## config.mk

```make
export PLATFORM = sky130hd
export DESIGN_NAME = triangle_tangent_basis_core
export DESIGN_NICKNAME = d
export VERILOG_FILES = /design/src/rtl/ttb_pkg.sv /design/src/rtl/ttb_datapath.sv /design/src/rtl/ttb_ctrl.sv /design/src/rtl/triangle_tangent_basis_core.sv
export SDC_FILE = /design/constraint.sdc
export NUM_CORES = 2
export LEC_CHECK = 0
export BUFFER_PORTS_ARGS = -buffer_cell sky130_fd_sc_hd__clkbuf_2
export CAP_MARGIN = 20
export CORE_ASPECT_RATIO = 0.9
export CORE_MARGIN = 4
export CORE_UTILIZATION = 50
export CTS_CLUSTER_DIAMETER = 120
export DETAILED_ROUTE_END_ITERATION = 7
export GPL_ROUTABILITY_DRIVEN = 0
export PLACE_DENSITY = 0.67
export SYNTH_ARGS = -nofsm -noshare
export SYNTH_HDL_FRONTEND = slang
export SYNTH_SLANG_ARGS = --single-unit
```

## constraint.sdc

```tcl
create_clock -name clk_i -period 26.5 [get_ports clk_i]
set_input_delay 5.3 -clock clk_i [delete_from_list [all_inputs] [get_ports clk_i]]
set_output_delay 5.3 -clock clk_i [all_outputs]
set_load 0.1 [all_outputs]
```

## src/rtl/ttb_pkg.sv

```systemverilog
// shared types and constants for the triangle tangent basis core
`timescale 1ns / 1ps

package ttb_pkg;

  localparam int unsigned CoordW    = 16;
  localparam int unsigned DeltaW    = CoordW + 1;
  localparam int unsigned ProdW     = 2 * DeltaW;
  localparam int unsigned AccW      = ProdW + 1;
  localparam int unsigned MagW      = AccW - 1;
  localparam int unsigned FracShift = 20;
  localparam int unsigned DivW      = MagW + FracShift;
  localparam int unsigned DivCntW   = $clog2(DivW);
  localparam int unsigned CompW     = 32;
  localparam int unsigned NumAxes   = 3;
  localparam int unsigned NumComps  = 2 * NumAxes;

  localparam logic [CompW-1:0] SatMax = {1'b0, {(CompW-1){1'b1}}};
  localparam logic [CompW-1:0] SatMin = {1'b1, {(CompW-1){1'b0}}};

  typedef enum logic [1:0] {
    CORNER_FIRST,
    CORNER_SECOND,
    CORNER_THIRD
  } corner_e;

  // quantity being formed: the determinant, then the six components
  typedef enum logic [2:0] {
    QTY_DET,
    QTY_TAN_X,
    QTY_TAN_Y,
    QTY_TAN_Z,
    QTY_BIT_X,
    QTY_BIT_Y,
    QTY_BIT_Z
  } qty_e;

  typedef enum logic [3:0] {
    ST_IDLE,
    ST_MUL_A,
    ST_MUL_B,
    ST_MUL_C,
    ST_DET,
    ST_DIV_INIT,
    ST_DIV,
    ST_FIN,
    ST_EMIT
  } state_e;

  typedef struct packed {
    logic    corner_load;
    corner_e corner;
    qty_e    qty;
    logic    mul_term;
    logic    acc_load;
    logic    acc_sub;
    logic    det_load;
    logic    div_init;
    logic    div_step;
    logic    res_load;
    logic    out_load;
    logic    out_degen;
  } ttb_cmd_t;

  typedef struct packed {
    logic det_zero;
  } ttb_stat_t;

endpackage

```

## src/rtl/ttb_datapath.sv

```systemverilog
// datapath: corner store, shared multiplier and accumulator, radix-2 divider
`timescale 1ns / 1ps

module ttb_datapath
  import ttb_pkg::*;
(
  input  logic                     clk_i,
  input  logic                     rst_ni,
  input  logic signed [CoordW-1:0] pos_x_i,
  input  logic signed [CoordW-1:0] pos_y_i,
  input  logic signed [CoordW-1:0] pos_z_i,
  input  logic signed [CoordW-1:0] tex_u_i,
  input  logic signed [CoordW-1:0] tex_v_i,
  input  ttb_cmd_t                 cmd_i,
  output ttb_stat_t                stat_o,
  output logic [CompW-1:0]         tangent_o   [NumAxes],
  output logic [CompW-1:0]         bitangent_o [NumAxes],
  output logic                     degenerate_o
);

  logic signed [CoordW-1:0] p0_q [NumAxes];
  logic signed [CoordW-1:0] p1_q [NumAxes];
  logic signed [CoordW-1:0] u0_q, v0_q, u1_q, v1_q;
  logic signed [CoordW-1:0] pin [NumAxes];

  logic signed [DeltaW-1:0] e1_q [NumAxes];
  logic signed [DeltaW-1:0] e2_q [NumAxes];
  logic signed [DeltaW-1:0] du1_q, dv1_q, du2_q, dv2_q;

  logic signed [DeltaW-1:0] op_a, op_b;
  logic signed [ProdW-1:0]  prod_q;
  logic signed [AccW-1:0]   acc_q, acc_d;
  logic [AccW-1:0]          acc_abs;
  logic [1:0]               axis;

  logic [MagW-1:0]  det_mag_q, rem_q, rem_d;
  logic             det_neg_q, num_neg_q;
  logic [DivW-1:0]  dvd_q;
  logic [CompW-1:0] quo_q, sat;
  logic             ovf_q, quo_bit, quo_big;
  logic [MagW:0]    trial;
  logic [2:0]       res_idx;
  logic [CompW-1:0] res_q [NumComps];
  logic [CompW-1:0] tan_q [NumAxes];
  logic [CompW-1:0] bit_q [NumAxes];
  logic             degen_q;

  assign pin[0] = pos_x_i;
  assign pin[1] = pos_y_i;
  assign pin[2] = pos_z_i;

  // corner store; the third corner is turned into edges and deltas at once
  always_ff @(posedge clk_i) begin
    if (cmd_i.corner_load) begin
      case (cmd_i.corner)
        CORNER_FIRST: begin
          for (int k = 0; k < NumAxes; k++) p0_q[k] <= pin[k];
          u0_q <= tex_u_i;
          v0_q <= tex_v_i;
        end
        CORNER_SECOND: begin
          for (int k = 0; k < NumAxes; k++) p1_q[k] <= pin[k];
          u1_q <= tex_u_i;
          v1_q <= tex_v_i;
        end
        default: begin
          for (int k = 0; k < NumAxes; k++) begin
            e1_q[k] <= {p1_q[k][CoordW-1], p1_q[k]} - {p0_q[k][CoordW-1], p0_q[k]};
            e2_q[k] <= {pin[k][CoordW-1], pin[k]} - {p0_q[k][CoordW-1], p0_q[k]};
          end
          du1_q <= {u1_q[CoordW-1], u1_q} - {u0_q[CoordW-1], u0_q};
          dv1_q <= {v1_q[CoordW-1], v1_q} - {v0_q[CoordW-1], v0_q};
          du2_q <= {tex_u_i[CoordW-1], tex_u_i} - {u0_q[CoordW-1], u0_q};
          dv2_q <= {tex_v_i[CoordW-1], tex_v_i} - {v0_q[CoordW-1], v0_q};
        end
      endcase
    end
  end

  // every quantity has the form a*b - c*d; term selects the product
  always_comb begin
    op_a = '0;
    op_b = '0;
    axis = '0;
    case (cmd_i.qty)
      QTY_DET: begin
        op_a = cmd_i.mul_term ? du2_q : du1_q;
        op_b = cmd_i.mul_term ? dv1_q : dv2_q;
      end
      QTY_TAN_X, QTY_TAN_Y, QTY_TAN_Z: begin
        axis = 2'(3'(cmd_i.qty) - 3'(QTY_TAN_X));
        op_a = cmd_i.mul_term ? dv1_q : dv2_q;
        op_b = cmd_i.mul_term ? e2_q[axis] : e1_q[axis];
      end
      QTY_BIT_X, QTY_BIT_Y, QTY_BIT_Z: begin
        axis = 2'(3'(cmd_i.qty) - 3'(QTY_BIT_X));
        op_a = cmd_i.mul_term ? du2_q : du1_q;
        op_b = cmd_i.mul_term ? e1_q[axis] : e2_q[axis];
      end
      default: begin
        op_a = '0;
        op_b = '0;
      end
    endcase
  end

  always_comb begin
    acc_d = acc_q;
    if (cmd_i.acc_load) begin
      acc_d = {prod_q[ProdW-1], prod_q};
    end else if (cmd_i.acc_sub) begin
      acc_d = acc_q - {prod_q[ProdW-1], prod_q};
    end
  end

  assign acc_abs         = acc_q[AccW-1] ? (~acc_q + 1'b1) : acc_q;
  assign stat_o.det_zero = (acc_q == '0);

  always_ff @(posedge clk_i) begin
    prod_q <= op_a * op_b;
    acc_q  <= acc_d;
    if (cmd_i.det_load) begin
      det_mag_q <= acc_abs[MagW-1:0];
      det_neg_q <= acc_q[AccW-1];
    end
  end

  // restoring division of |num| * 2^20 by |det|, one quotient bit per step
  assign trial   = {rem_q, dvd_q[DivW-1]};
  assign quo_bit = (trial >= {1'b0, det_mag_q});
  assign rem_d   = quo_bit ? MagW'(trial - {1'b0, det_mag_q}) : trial[MagW-1:0];

  always_ff @(posedge clk_i) begin
    if (cmd_i.div_init) begin
      dvd_q     <= {acc_abs[MagW-1:0], {FracShift{1'b0}}};
      rem_q     <= '0;
      quo_q     <= '0;
      ovf_q     <= 1'b0;
      num_neg_q <= acc_q[AccW-1];
    end else if (cmd_i.div_step) begin
      dvd_q <= {dvd_q[DivW-2:0], 1'b0};
      rem_q <= rem_d;
      quo_q <= {quo_q[CompW-2:0], quo_bit};
      ovf_q <= ovf_q | quo_q[CompW-1];
    end
  end

  // quotient at or above 2^31 saturates
  assign quo_big = ovf_q | quo_q[CompW-1];

  always_comb begin
    if (num_neg_q ^ det_neg_q) begin
      sat = quo_big ? SatMin : (~quo_q + 1'b1);
    end else begin
      sat = quo_big ? SatMax : quo_q;
    end
  end

  assign res_idx = 3'(cmd_i.qty) - 3'd1;

  always_ff @(posedge clk_i) begin
    if (cmd_i.res_load) begin
      res_q[res_idx] <= sat;
    end
    if (cmd_i.out_load) begin
      for (int k = 0; k < NumAxes; k++) begin
        tan_q[k] <= cmd_i.out_degen ? '0 : res_q[k];
        bit_q[k] <= cmd_i.out_degen ? '0 : res_q[NumAxes + k];
      end
    end
  end

  always_ff @(posedge clk_i or negedge rst_ni) begin
    if (!rst_ni) begin
      degen_q <= 1'b0;
    end else if (cmd_i.out_load) begin
      degen_q <= cmd_i.out_degen;
    end
  end

  assign tangent_o    = tan_q;
  assign bitangent_o  = bit_q;
  assign degenerate_o = degen_q;

endmodule

```

## src/rtl/ttb_ctrl.sv

```systemverilog
// controller: corner count, step sequencing and output valid
`timescale 1ns / 1ps

module ttb_ctrl
  import ttb_pkg::*;
(
  input  logic      clk_i,
  input  logic      rst_ni,
  input  logic      s_valid_i,
  output logic      s_ready_o,
  output logic      m_valid_o,
  input  logic      m_ready_i,
  input  ttb_stat_t stat_i,
  output ttb_cmd_t  cmd_o
);

  state_e             state_q, state_d;
  corner_e            count_q, count_d;
  qty_e               qty_q, qty_d;
  logic [DivCntW-1:0] cnt_q, cnt_d;
  logic               degen_q, degen_d;
  logic               out_valid_q, out_valid_d;
  logic               out_slot;

  always_ff @(posedge clk_i or negedge rst_ni) begin
    if (!rst_ni) begin
      state_q     <= ST_IDLE;
      count_q     <= CORNER_FIRST;
      qty_q       <= QTY_DET;
      cnt_q       <= '0;
      degen_q     <= 1'b0;
      out_valid_q <= 1'b0;
    end else begin
      state_q     <= state_d;
      count_q     <= count_d;
      qty_q       <= qty_d;
      cnt_q       <= cnt_d;
      degen_q     <= degen_d;
      out_valid_q <= out_valid_d;
    end
  end

  assign out_slot = !out_valid_q || m_ready_i;

  always_comb begin
    state_d     = state_q;
    count_d     = count_q;
    qty_d       = qty_q;
    cnt_d       = cnt_q;
    degen_d     = degen_q;
    out_valid_d = out_valid_q && !m_ready_i;
    s_ready_o   = 1'b0;
    cmd_o           = '0;
    cmd_o.corner    = count_q;
    cmd_o.qty       = qty_q;
    cmd_o.out_degen = degen_q;
    case (state_q)
      ST_IDLE: begin
        s_ready_o = 1'b1;
        if (s_valid_i) begin
          cmd_o.corner_load = 1'b1;
          case (count_q)
            CORNER_FIRST:  count_d = CORNER_SECOND;
            CORNER_SECOND: count_d = CORNER_THIRD;
            default: begin
              count_d = CORNER_FIRST;
              qty_d   = QTY_DET;
              state_d = ST_MUL_A;
            end
          endcase
        end
      end
      ST_MUL_A: begin
        state_d = ST_MUL_B;
      end
      ST_MUL_B: begin
        cmd_o.mul_term = 1'b1;
        cmd_o.acc_load = 1'b1;
        state_d        = ST_MUL_C;
      end
      ST_MUL_C: begin
        cmd_o.acc_sub = 1'b1;
        state_d       = (qty_q == QTY_DET) ? ST_DET : ST_DIV_INIT;
      end
      ST_DET: begin
        cmd_o.det_load = 1'b1;
        degen_d        = stat_i.det_zero;
        if (stat_i.det_zero) begin
          state_d = ST_EMIT;
        end else begin
          qty_d   = QTY_TAN_X;
          state_d = ST_MUL_A;
        end
      end
      ST_DIV_INIT: begin
        cmd_o.div_init = 1'b1;
        cnt_d          = DivCntW'(DivW - 1);
        state_d        = ST_DIV;
      end
      ST_DIV: begin
        cmd_o.div_step = 1'b1;
        if (cnt_q == '0) begin
          state_d = ST_FIN;
        end else begin
          cnt_d = cnt_q - 1'b1;
        end
      end
      ST_FIN: begin
        cmd_o.res_load = 1'b1;
        if (qty_q == QTY_BIT_Z) begin
          state_d = ST_EMIT;
        end else begin
          qty_d   = qty_e'(3'(qty_q) + 3'd1);
          state_d = ST_MUL_A;
        end
      end
      ST_EMIT: begin
        if (out_slot) begin
          cmd_o.out_load = 1'b1;
          out_valid_d    = 1'b1;
          state_d        = ST_IDLE;
        end
      end
      default: begin
        state_d = ST_IDLE;
      end
    endcase
  end

  assign m_valid_o = out_valid_q;

`ifndef SYNTHESIS
  a_no_overwrite: assert property (@(posedge clk_i) disable iff (!rst_ni)
    cmd_o.out_load |-> (!out_valid_q || m_ready_i))
    else $error("result loaded over a pending result");

  a_busy_after_third: assert property (@(posedge clk_i) disable iff (!rst_ni)
    (s_valid_i && s_ready_o && count_q == CORNER_THIRD) |=> !s_ready_o)
    else $error("request taken while a triangle is in work");

  a_div_length: assert property (@(posedge clk_i) disable iff (!rst_ni)
    (state_q == ST_DIV && cnt_q == '0) |=> (state_q == ST_FIN))
    else $error("divider did not finish on its last step");

  a_last_comp: assert property (@(posedge clk_i) disable iff (!rst_ni)
    (state_q == ST_FIN && qty_q == QTY_BIT_Z) |=> (state_q == ST_EMIT))
    else $error("last component did not lead to the result");
`endif

endmodule

```

## src/rtl/triangle_tangent_basis_core.sv

```systemverilog
// top level of the per-triangle tangent and bitangent core
// Takes triangle corners as requests, three per triangle, and returns one
// result per triangle holding the tangent and bitangent in signed Q16.16,
// each trunc(num * 2^20 / det) saturated to 32 bits, with a degenerate flag
// and zero vectors when the uv determinant is zero. The first and second
// corner of a triangle are taken even while the previous result still
// waits on the output register. The third corner starts the work and the
// input stays not ready until the result moves to the output register.
// MUL_A, MUL_B, MUL_C and DET form the determinant; a degenerate triangle
// then goes straight to EMIT. Else each of the six components passes
// MUL_A, MUL_B and MUL_C on the shared 17x17 multiplier, a setup state and
// 54 steps of the single radix-2 divider and a state to saturate and store,
// and EMIT moves the result to the output register once it is free.
`timescale 1ns / 1ps

module triangle_tangent_basis_core
  import ttb_pkg::*;
(
  input  logic           clk_i,
  input  logic           rst_ni,
  // corner requests
  input  logic           s_axis_tvalid,
  output logic           s_axis_tready,
  input  logic [79:0]    s_axis_tdata,   // pos_x, pos_y, pos_z, tex_u, tex_v
  // triangle results
  output logic           m_axis_tvalid,
  input  logic           m_axis_tready,
  output logic [191:0]   m_axis_tdata,   // tangent_x/y/z, bitangent_x/y/z
  output logic           m_axis_tuser    // degenerate
);

  ttb_cmd_t         cmd;
  ttb_stat_t        stat;
  logic [CompW-1:0] tangent   [NumAxes];
  logic [CompW-1:0] bitangent [NumAxes];

  // controller owns corner count, step order and result valid
  ttb_ctrl u_ctrl (
    .clk_i     (clk_i),
    .rst_ni    (rst_ni),
    .s_valid_i (s_axis_tvalid),
    .s_ready_o (s_axis_tready),
    .m_valid_o (m_axis_tvalid),
    .m_ready_i (m_axis_tready),
    .stat_i    (stat),
    .cmd_o     (cmd)
  );

  // datapath unpacks the request fields from the lowest bits up
  ttb_datapath u_datapath (
    .clk_i        (clk_i),
    .rst_ni       (rst_ni),
    .pos_x_i      (s_axis_tdata[15:0]),
    .pos_y_i      (s_axis_tdata[31:16]),
    .pos_z_i      (s_axis_tdata[47:32]),
    .tex_u_i      (s_axis_tdata[63:48]),
    .tex_v_i      (s_axis_tdata[79:64]),
    .cmd_i        (cmd),
    .stat_o       (stat),
    .tangent_o    (tangent),
    .bitangent_o  (bitangent),
    .degenerate_o (m_axis_tuser)
  );

  // tangent x in the lowest word, bitangent z in the highest
  assign m_axis_tdata = {bitangent[2], bitangent[1], bitangent[0],
                         tangent[2], tangent[1], tangent[0]};

endmodule

```

# Word level (Yosys, flattened, before mapping)
# Memory sizes are Yosys's and may differ from the RTL's. A register that Yosys moved wholly into a read port is not among the register bits.
# Cells that the tools add are included.
# W data, S select, Z words.
word_totals:
  ff_bits: 356
  rom_bits: 0
  output_inout_bits: 195
  latch_bits: 0
  inputBits: 84
  ram_bits: 390
  n_memories: 5
memory_table:
  columns: ["memory", "depth", "width", "read_ports", "rd_ports_with_merged_regs", "wr", "line_no", "text"]
  rows:
  - ["u_datapath.res_q", 6, 32, 6, 6, 1, "ttb_datapath.sv:43", "logic [CompW-1:0] res_q [NumComps];"]
  - ["u_datapath.e1_q", 3, 17, 2, 0, 3, "ttb_datapath.sv:26", "logic signed [DeltaW-1:0] e1_q [NumAxes];"]
  - ["u_datapath.e2_q", 3, 17, 2, 0, 3, "ttb_datapath.sv:27", "logic signed [DeltaW-1:0] e2_q [NumAxes];"]
  - ["u_datapath.p0_q", 3, 16, 3, 0, 3, "ttb_datapath.sv:21", "logic signed [CoordW-1:0] p0_q [NumAxes];"]
  - ["u_datapath.p1_q", 3, 16, 3, 0, 3, "ttb_datapath.sv:22", "logic signed [CoordW-1:0] p1_q [NumAxes];"]
op_classes:
  div_mod_pow: 0
  addsub: 18
  shift: 0
  n_mul: 1
  n_eq_ne: 22
  magnitude_cmp: 1
  muxes: 55
  n_bitwise: 5
  reduce_logical: 24
ops:
  columns: ["cell", "count"]
  rows:
  - ["$sub A16 B16 Y17", 10]
  - ["$mux W54", 2]
  - ["$mux W32", 3]
  - ["$mux W35", 2]
  - ["$mux W17", 4]
  - ["$mux W34", 2]
  - ["$pmux W17 S3", 1]
  - ["$pmux W4 S9", 1]
  - ["$ge A35 B34 Y1", 1]
  - ["$logic_not A35 Y1", 1]
  - ["$sub A35 B35 Y35", 1]
  - ["$add A34 B1 Y34 const B", 1]
  - ["$mul A17 B17 Y34", 1]
  - ["$not A34 Y34", 1]
  - ["$pmux W17 S2", 1]
  - ["$sub A34 B34 Y34", 1]
  - ["$add A32 B1 Y32 const B", 1]
  - ["$not A32 Y32", 1]
  - ["$mux W1", 24]
  - ["$mux W4", 6]
  - ["$eq A4 B3 Y1 const B", 4]
  - ["$mux W3", 4]
  - ["$pmux W6 S2", 1]
  - ["$ne A2 B2 Y1 const B", 5]
  - ["34 further kinds", 47]

# Longest topological paths before layout
depth:
  ltp_word: 5
  depth_mapped: 36

# Cells and area by module
# A second synthesis with hierarchy kept.
unflattened:
  hier_cells: 4770
  area_unflattened_um2: 56058.8
modules_own_cells:
  columns: ["mod", "n_inst", "area_per_inst_um2", "seq_area_each_um2", "cells_per_inst"]
  rows:
  - ["ttb_datapath", 1, 54959.0, 26640.6, 4662]
  - ["ttb_ctrl", 1, 1099.8, 425.4, 108]

# Worst setup path before layout
# Ideal clock, no wire load.
synth_timing:
  kind: "input port to flip-flop"
  start: "input m_axis_tready"
  end: "register u_datapath.degen_q, in the netlist u_datapath.degenerate_o"
  setup_time_ps: 109
  path_buffers: 0
  required_ps: 26391
  arrival_time_ps: 15077
  path_slack_ps: 11314
  stages: 3
  path_cell_list: "nand2b_1 -> nor2b_1 -> mux2_2"
synth_rtl:
  columns: ["element", "line_no", "text"]
  rows:
  - ["from (decl)", "triangle_tangent_basis_core.sv:27", "input logic m_axis_tready,"]
  - ["to (signal assigned)", "ttb_datapath.sv:177", "degen_q <= cmd_i.out_degen;"]
  - ["to (decl)", "ttb_datapath.sv:46", "logic degen_q;"]

# Worst setup path after layout
layout_timing:
  start: "register u_ctrl.state_q[1]"
  end: "register u_datapath.prod_q[30]"
layout_between:
  elab_chain_cells: 5
  elab_cells_between_ends: 9
  cone_classes: "1 x mul; 1 x eq/ne; 7 x mux"
layout_rtl:
  columns: ["element", "line_no", "text"]
  rows:
  - ["from (decl)", "ttb_ctrl.sv:17", "state_e state_q, state_d;"]
  - ["from (signal assigned)", "ttb_ctrl.sv:34", "state_q <= state_d;"]
  - ["$eq A4 B2 Y1 (*)", "ttb_ctrl.sv:57", "case (state_q)"]
  - ["$mux W2 (*)", "ttb_ctrl.sv:57", null]
  - ["$mux W17, on equally long branches", null, null]
  - ["$pmux W17 S3 / $pmux W17 S2 (equally long branches)", "ttb_datapath.sv:85", "case (cmd_i.qty)"]
  - ["$mul A17 B17 Y34 (*)", "ttb_datapath.sv:120", "prod_q <= op_a * op_b;"]
  - ["to (signal assigned)", "ttb_datapath.sv:120", null]
  - ["to (decl)", "ttb_datapath.sv:31", "logic signed [ProdW-1:0] prod_q;"]
# Mark *: on every way between the ends. The rest lies on a longest branch, timed or not.
# A chain may end at the register's enable or synchronous reset.

==> results.cfg <==
[yosys]
synth.distinct_cells = 74
synth_flop_cell = edfxtp_1
synth_seq_cells = 938
synth_most_common_cell = edfxtp_1
synth_edf_count = 819
async_reset_ff_share_pct = 1.919
synth_area_leaders = edfxtp_1, fa_1, ha_1
netlist.area_leader.share_pct = 44.04
avgSynthCellArea_sq_um = 11.14
ys_seq_area_share_pct = 48.46
synth_common_cells = edfxtp_1, inv_1, nand2_1
yosysWarningCount = 0
syn_area_sq_um = 55850
syn_nets = 5727
syn_inst = 5012
yosys.area.top_type = edfxtp_1

[final_layout]
nets = 6005
n_antenna_cell = 0
area_growth_pct = 12.18
drive_above_1_share_pct = 11.16
utilization_pct = 56.43

[clock_network]
clock_latency_ns = 0.73
numCtsBuffers = 98
clkTransAtPathRegs_ns = 0.06
htree_levels = 3
cts_root_buffer = clkbuf_16
cts_tree = yes
clk_path_buf_depth = 3
ctsHoldBuffers = 0
post-cts-setup-buffers = 0
cts_resized = 0
cts.sinks = 938

[route]
drt-total-wl_mm = 127.5
routed-via-count = 37220
antenna_left = 0
drt_iter0_markers = 2953
vias_per_cell = 5.434
routedWlPerCell_um = 18.62
firstDrtPassIters = 5
drc_errors = 0

[place]
port_buffers = 278
dpl.hpwl_mm = 94.04

[global_routing]
grt_pass1_vias = 37090
overflow = 0
grt_pass1_wl_mm = 204.0
grt_max_degree = 167
antenna_found_initial = 0
grt_use_total_pct = 21.82

[sta]
clock_skew_ns = 0.06550
maxSlewViolCount = 0
slew_headroom_pct = 28.23
layout_min_cycle_time_ns = 9.785
finalHoldViolations = 0
timing.setup.tns_ns = 0
tightestPinTransition_ns = 1.076
rsz0062_at_grt = no
max_freq_ghz = 0.1022
layout_worst_path_cycle_share_pct = 36.93
setup_violations = 0
hold_slack_ns = 0.4647

[worst_setup_path]
slowest_delay_ns = 0.76
cp-start-kind = register
critPathMaxFanout = 62
end_kind = register
critPathKind = reg -> reg
arrival_ns = 10.34
critPathSlowestCell = a2111oi_0
required_ns = 27.05
crit_top_cell = fa_1

[die]
design.die.area_sq_um = 117100
die_y_um = 325.1
die-width_um = 360.3
ios = 279
core_area_sq_um = 111000
initial_core_util_pct = 50.30
num_rows = 116

[worst_hold_path]
hp-class = reg -> reg

[run_status]
status = completed

[job]
max-cap-violations = 0
[logic make-up after synthesis]
kind of cell | Yosys count | share of synthesized area [%]
buffers and inverters | 733 | 4.935
flip-flops | 938 | 48.46
multiplexers | 83 | 2.265
adder cells (fa/ha/maj) | 631 | 18.28
AND/OR/NAND/NOR | 1615 | 13.46
XOR/XNOR | 252 | 3.952
AO/OA/AOI/OAI | 760 | 8.645
[critical path, delay by kind of cell, from the launching register on]
family                   cells  cell delay (ns)
AO/OA/AOI/OAI                7             2.88
adder cells (fa/ha/maj)      7             2.79
AND/OR/NAND/NOR              5             1.25
buffers and inverters        5             1.22
multiplexers                 1             0.75
flip-flops                   1             0.49
XOR/XNOR                     1             0.14
[state kept, by name, indices dropped and copies added, names as in the netlist, 34 cells and up]
| register | count |
|---|---|
| u_datapath.e2_q | 51 |
| u_datapath.p0_q | 48 |
| m_axis_tdata | 192 |
| u_datapath.prod_q | 34 |
| u_datapath.acc_q | 35 |
| u_datapath.dvd_q | 34 |
| u_datapath.p1_q | 48 |
| u_datapath.res_q | 192 |
| u_datapath.e1_q | 51 |
| u_datapath.det_mag_q | 34 |
| u_datapath.rem_q | 34 |
[layout by cell type, fill, tap and decap left out, types with 99 or more instances in the layout]
master / instances
edfxtp_1: 819
inv_1: 567
nand2_1: 508
nor2_1: 463
ha_1: 323
fa_1: 308
clkbuf_2: 279
nor2b_1: 244
a21oi_1: 228
xnor2_1: 191
o21ai_0: 182
nand3_1: 101
dfxtp_1: 101
clkbuf_16: 99
[metal layers]
metal  GRT usage [%]  part of all wire [%]  vias to the layer above
li1                -                     -                    17790
met1           30.16                    44                    18100
met2           35.47                    47                     1126
met3           4.228                   6.7                      206
met4           5.925                   2.6                        0
met5               0                     0                        -
[metrics by stage]
stage / std cells / area [sq um] / setup slack, ns
after floorplan: 5012 / 55850 / 11.31
after global routing: 6850 / 62650 / 16.11
after CTS: 6842 / 62560 / 16.28
final: 6850 / 62650 / 16.71
after detailed placement: 6657 / 59060 / 16.38
after global placement: 6656 / 59050 / 16.65
[path summary, 6_finish.rpt]
kind / start / endpoint / slack, ns / cells past startpoint
worst min-delay path: u_datapath.quo_q[29] / u_datapath.quo_q[30] / 0.46 / 2
min in group asynchronous: rst_ni / u_ctrl.degen_q / 4.61 / 1
worst max register to register: u_ctrl.state_q[1] / u_datapath.prod_q[30] / 16.71 / 26
worst min register to register: u_datapath.quo_q[29] / u_datapath.quo_q[30] / 0.46 / 2
max in group asynchronous: rst_ni / u_ctrl.degen_q / 21.38 / 1
worst max-delay path: u_ctrl.state_q[1] / u_datapath.prod_q[30] / 16.71 / 26
[cell type report]
class / instances / area, sq um
Tap cell: 1475 / 1846
Timing Repair Buffer: 343 / 1927
Sequential cell: 938 / 27070
Inverter: 568 / 2132
Clock inverter: 60 / 842.1
Clock buffer: 125 / 2659
Multi-Input combinational cell: 3341 / 26180
Fill cell: 9246 / 48380
Power is left out: the tool's default activity adds up to more than one toggle a clock period on the data nets, which glitch-free logic cannot reach.
